===== src/rtl/core/grp_pkg.sv =====
// Shared types and constants for the guillotine rectangle packer.
// Depends on nothing; used by the controller, datapath and top level.
package grp_pkg;

    // result status codes
    localparam logic [1:0] ST_OK        = 2'd0;
    localparam logic [1:0] ST_TOO_LARGE = 2'd1;
    localparam logic [1:0] ST_LIST_FULL = 2'd2;
    localparam logic [1:0] ST_NO_BINS   = 2'd3;

    // controller state, one-hot
    typedef enum logic [7:0] {
        S_IDLE  = 8'b00000001,
        S_SCAN  = 8'b00000010,
        S_WAIT  = 8'b00000100,
        S_DRAIN = 8'b00001000,
        S_DEC   = 8'b00010000,
        S_SHIFT = 8'b00100000,
        S_APP   = 8'b01000000,
        S_OUT   = 8'b10000000
    } t_state;

    // controller to datapath commands
    typedef struct packed {
        logic load;     // capture request, clear scan
        logic rd;       // issue memory read at scan address
        logic cmp;      // compare registered read data
        logic decide;   // settle chosen entry and error status
        logic shift_rd; // read the next entry to move down
        logic shift_wr; // write previous read to shift address
        logic app;      // write one appended piece
        logic commit;   // update counts
    } t_cmd;

    // datapath to controller status
    typedef struct packed {
        logic scan_last;
        logic err;
        logic shift_done;
        logic app_done;
    } t_stat;

endpackage


===== src/rtl/core/grp_ctrl.sv =====
// Sequencer for the packer: scan, decide, compact, append, respond.
// Depends on grp_pkg.
module grp_ctrl (
    input  logic           i_clk,
    input  logic           i_rst_n,
    input  logic           i_valid,
    output logic           o_ready,
    output logic           o_valid,
    input  logic           i_ready,
    input  grp_pkg::t_stat i_stat,
    output grp_pkg::t_cmd  o_cmd
);

    grp_pkg::t_state r_state, n_state;

    always_ff @(posedge i_clk) begin
        if (!i_rst_n) begin
            r_state <= grp_pkg::S_IDLE;
        end else begin
            r_state <= n_state;
        end
    end

    assign o_ready = (r_state == grp_pkg::S_IDLE);
    assign o_valid = (r_state == grp_pkg::S_OUT);

    // next state and commands
    always_comb begin
        n_state = r_state;
        o_cmd   = '0;
        case (r_state)
            grp_pkg::S_IDLE: begin
                if (i_valid) begin
                    o_cmd.load = 1'b1;
                    n_state    = grp_pkg::S_SCAN;
                end
            end
            grp_pkg::S_SCAN: begin
                o_cmd.rd  = 1'b1;
                o_cmd.cmp = 1'b1;
                if (i_stat.scan_last) n_state = grp_pkg::S_WAIT;
            end
            grp_pkg::S_WAIT: begin
                o_cmd.cmp = 1'b1;
                n_state   = grp_pkg::S_DRAIN;
            end
            // let the last compare land in the best-fit registers
            grp_pkg::S_DRAIN: begin
                n_state = grp_pkg::S_DEC;
            end
            grp_pkg::S_DEC: begin
                o_cmd.decide = 1'b1;
                n_state      = grp_pkg::S_SHIFT;
            end
            grp_pkg::S_SHIFT: begin
                if (i_stat.err) begin
                    n_state = grp_pkg::S_OUT;
                end else if (i_stat.shift_done) begin
                    n_state = grp_pkg::S_APP;
                end else begin
                    o_cmd.shift_rd = 1'b1;
                    o_cmd.shift_wr = 1'b1;
                end
            end
            grp_pkg::S_APP: begin
                if (i_stat.app_done) begin
                    o_cmd.commit = 1'b1;
                    n_state      = grp_pkg::S_OUT;
                end else begin
                    o_cmd.app = 1'b1;
                end
            end
            grp_pkg::S_OUT: begin
                if (i_ready) n_state = grp_pkg::S_IDLE;
            end
            default: n_state = grp_pkg::S_IDLE;
        endcase
    end

endmodule


===== config.mk =====
export PLATFORM = sky130hd
export DESIGN_NAME = grp_ctrl
export DESIGN_NICKNAME = d
export VERILOG_FILES = /design/src/rtl/core/grp_pkg.sv /design/src/rtl/core/grp_ctrl.sv
export SDC_FILE = /design/constraint.sdc
export NUM_CORES = 1
export LEC_CHECK = 0
export ABC_AREA = 1
export ABC_CLOCK_PERIOD_IN_PS = 1600
export BUFFER_PORTS_ARGS = -buffer_cell sky130_fd_sc_hd__buf_2
export CAP_MARGIN = 20
export CORE_UTILIZATION = 45
export CTS_BUF_LIST = sky130_fd_sc_hd__clkbuf_8 sky130_fd_sc_hd__clkbuf_16
export DETAILED_ROUTE_END_ITERATION = 16
export GPL_TIMING_DRIVEN = 0
export PLACE_DENSITY = 0.77
export SYNTH_ARGS = -nofsm -noshare
export SYNTH_HDL_FRONTEND = slang
export SYNTH_SLANG_ARGS = --single-unit

===== constraint.sdc =====
create_clock -name i_clk -period 1.6 [get_ports i_clk]
set_clock_uncertainty 0.05 [all_clocks]
set_input_delay 0.24 -clock i_clk [delete_from_list [all_inputs] [get_ports i_clk]]
set_output_delay 0.24 -clock i_clk [all_outputs]
set_load 0.01 [all_outputs]

After elaboration in Yosys (flattened, before gate mapping)
Index checks and enable logic that the tools add are counted.
{ "word_totals": {"regBits": 8, "inputBits": 8, "output_inout_bits": 10, "elab_cells": 34} }
{ "op_classes": {"n_eq_ne": 13, "n_mux": 18, "n_reduce_logical": 2} }
{ "ops": {"columns": ["operator", "n"], "rows": [
  ["$pmux W8 S8", 1],
  ["$mux W8", 6],
  ["$eq A8 B1 Y1 const B", 1],
  ["$eq A8 B2 Y1 const B", 1],
  ["$eq A8 B3 Y1 const B", 1],
  ["$eq A8 B4 Y1 const B", 1],
  ["$eq A8 B5 Y1 const B", 1],
  ["$eq A8 B6 Y1 const B", 1],
  ["$eq A8 B7 Y1 const B", 1],
  ["$eq A8 B8 Y1 const B", 1],
  ["$mux W2", 4],
  ["$mux W1", 7],
  ["$ne A2 B2 Y1 const B", 3],
  ["$reduce_and A5 Y1", 1],
  ["$ne A3 B3 Y1 const B", 1],
  ["$ne A2 B1 Y1 const B", 1],
  ["$reduce_or A2 Y1", 1]
]} }

Logic depth before layout (Yosys ltp)
{ "depth": {"word_depth": 3, "ltp_mapped": 11, "depth_no_buf": 11} }

Worst setup path after synthesis
Ideal clock, no wire load.
{ "synth_timing": {"path_type": "flip-flop to output port", "startpoint": "register r_state[0]", "endpoint": "output port o_cmd[3] (netlist bit)", "arrival_ns": 1.126, "required_ns": 1.310, "path_slack_ns": 0.184, "path_stages_with_launch": 9, "n_path_buf": 1, "cell_sequence": "dfxtp_1 -> nor2_4 -> nand2_4 -> nor2_4 -> inv_2 -> nor2_8 -> nand2_4 -> inv_1 -> buf_4"} }
{ "synth_rtl": {"columns": ["element", "line_no", "rtl"], "rows": [
  ["from (decl)", "grp_ctrl.sv:14", "grp_pkg::t_state r_state, n_state;"],
  ["from (signal assigned)", "grp_ctrl.sv:18", "r_state <= grp_pkg::S_IDLE;"],
  ["from (signal assigned)", "grp_ctrl.sv:20", "r_state <= n_state;"],
  ["to (decl)", "grp_ctrl.sv:11", "output grp_pkg::t_cmd o_cmd"]
]} }

==> impl_metrics.csv <==
group,metric,value,unit
synth,synth_edf_count,0,
timing,rsz0062_at_grt,"yes",
cts,clock-sinks,8,
min_path,hold_end,"r_state[0]",
power,cellPowerDensity,1350,nW/um^2
synth,synth_cell_types,18,
synth,avgSynthCellArea,6.24,sq um
setup_path,rr_endpoint,"r_state[7]",
routing,vias,693,
cells_and_area,largest_reg_flops,8,
synth,postSynthCellCount,102,
routing,drc,0,
cells_and_area,drive_gt1_share,50.4,%
run,maxCapViolCount,0,
timing,worst_slack,-0.00648,ns
synth,synth-main-ff-cell,"dfxtp_1",
cts,cts_buffer_depth,2,
setup_path,critPathRequiredTime,1.31,ns
routing,viasPerCell,4.81,
setup_path,critPathArrivalTime,1.32,ns
synth,synth_warnings,0,
routing,ant_nets,0,
synth,ys_ff_latch,8,
global_routing,grt_util_all_layers,23.0,%
min_path,min_from,"i_rst_n",
cells_and_area,top_register,"r_state",
setup_path,worstRegToRegCells,10,
setup_path,critPathSlowestCell,"dfxtp_4",
synth,yosysMostFrequentCell,"nor2_1",
timing,tightestPinTransition,0.203,ns
setup_path,path_cells,"nor2_4, buf_4, nand2_2, nor2_2, nor2_2, inv_1, buf_2",
die,core_area,1300,sq um
setup_path,r2r_slack,0.13,ns
cells_and_area,diodes,0,
setup_path,setup.worst_path.start_class,"flip-flop",
cts,numCtsBuffers,3,
global_routing,grt_max_degree,8,
die,die_area,1570,sq um
timing,slew_headroom,86.4,%
power,power.net_switching,0.542,mW
setup_path,slowest_delay,0.34,ns
power,pwr-share-comb,56.5,%
cts,cts_root_buffer,"clkbuf_8",
die,initial_core_util,48.9,%
timing,clock.fmax,0.622,GHz
cts,cts_tree,"done",
cts,h-tree-depth,1,
synth,synth.top_cell.area_share,25.1,%
die,placementRows,13,
setup_path,crit_family,"simple AND/OR/NAND/NOR gates",
global_routing,antenna_found_initial,0,
timing,fin_crit_sh,100,%
die,fp.dieH,39.6,um
synth,synth_top_area_cell,"dfxtp_1",
place,place_hpwl,1070,um
power,p_total,1.23,mW
status,outcome,"finished with violations",
setup_path,r2r-start,"r_state[7]",
setup_path,path_common_cell,"nor2_2",
global_routing,grt_pass1_wl,2390,um
cells_and_area,nNetsFinal,139,
power,pwr-share-seq,24.4,%
die,io_pins,18,
timing,setup_violations,2,
global_routing,grt_pass1_vias,583,
place,gp_congestion,0.791,
routing,routedWlPerCell,11.0,um
cts,clk_latency,0.22,ns
setup_path,crit_buf_inv,3,
setup_path,cp-end-kind,"output port",
cts,cts_hold_buf,0,
synth,ys_async_sr_fraction,0,%
timing,hold_viol,0,
timing,hold_ws,0.230,ns
synth,synth_area,637,sq um
power,p_leak,0.511,nW
routing,drtPass1Iterations,4,
power,clock_power_share,19.1,%
power,power.share.switching,44.1,%
die,die_x,39.6,um
synth,synth-seq-area-share,25.1,%
routing,routed_wl,1590,um
synth,synth_nets,110,
cells_and_area,largestRegisters,"r_state x8",
power,intPower,0.686,mW
cells_and_area,n_fill_cell,106,
setup_path,cp_max_fo,5,
cts,clk_pin_slew,0.04,ns
min_path,hold_class,"primary input to flip-flop",
timing,period_needed,1.61,ns
timing,drv_slew,0,
cells_and_area,area_delta_synth_final,42.4,%
setup_path,crit_type,"flip-flop to output port",
synth,synth_common_cells,"nor2_1 (24), inv_1 (19), nand2_1 (16)",
global_routing,grt-ovfl-total,0,
setup_path,cp.depth,7,
routing,drtIter0Drc,19,
power,max-vdd-ir-drop,1.04,mV
synth,synth.area.top_cells,"dfxtp_1 (25%), nor2_1 (14%), inv_1 (11%)",
place,io_buffers,17,
status,failed_checks,"negative setup slack",
min_path,hold_depth,2,
cells in the final DEF, fill, tap and decap left out, drive strengths merged:
cell type and count:
a31oi 1, inv 23, dfxtp 8, buf 26, clkbuf 3, nand3 11, nand3b 2, nor3 2
nand2 21, o21ai 1, nor2 30, nand4 1
power by group through the flow:
stage          sequential [mW]  clock (mW)  combinational [mW]
2_1_floorplan            0.284           0               0.452
3_3_place_gp             0.289           0               0.563
3_5_place_dp             0.292           0               0.574
4_1_cts                  0.298       0.246               0.650
5_1_grt                  0.305       0.251               0.778
6_report                 0.300       0.235               0.694
worst register-to-register path, delay by kind of cell, from the launching register on:
family	cells	cell delay [ns]
AND/OR/NAND/NOR	8	0.74
flip-flops	1	0.36
buffers and inverters	2	0.20
worst max-delay path by stage:
stage,endpoint,from
final,o_cmd[5],r_state[6]
after global routing,o_cmd[5],r_state[6]
after CTS,o_cmd[5],r_state[6]
after detailed placement,o_cmd[3],r_state[0]
after global placement,o_cmd[3],r_state[0]
after floorplan,o_cmd[3],r_state[0]
cell type report:
cell class                 count  area, sq um  share of cell area [%]
tap                           15         18.8                    2.07
sequential                     8          173                    19.0
inverter                      23         91.3                    10.1
clock buffer                   3         41.3                    4.55
multi-input combinational     69          418                    46.1
timing repair buffer          25          158                    17.4
buffer                         1         7.51                   0.828
kinds of logic (layout without fill, tap and decap cells):
family | count (synthesis) | after routing | share of synthesized area (%)
AO/OA/AOI/OAI | 2 | 2 | 1.77
buffers and inverters | 25 | 52 | 15.9
flip-flops | 8 | 8 | 25.1
AND/OR/NAND/NOR | 67 | 67 | 57.2
per-stage QoR:
step	cell area (sq um)	setup TNS [ns]	utilization, %	instances	setup WS (ns)
finish	907	-0.0113	69.7	144	-0.00648
global route	907	-0.256	69.7	144	-0.0789
CTS	861	-0.0101	66.2	144	-0.0101
detailed placement	741	0	56.9	134	0.0788
global placement	741	0	56.9	134	0.0970
floorplan	637	0	-	102	0.184
timing repair:
action                     CTS  global route
setup buffers                8             0
setup endpoints to repair    2             8
pin swaps                    8             5
gates resized for setup     12            16
gates cloned                 0             0
metal layers:
metal,up-vias,part of all wire (%),global-route usage [%]
met4,0,0.38,10.3
li1,361,-,-
met5,-,0,0
met3,2,3.0,1.70
met2,17,51,38.9
met1,313,46,29.2
Note: power is estimated with default switching activity, not from simulation.
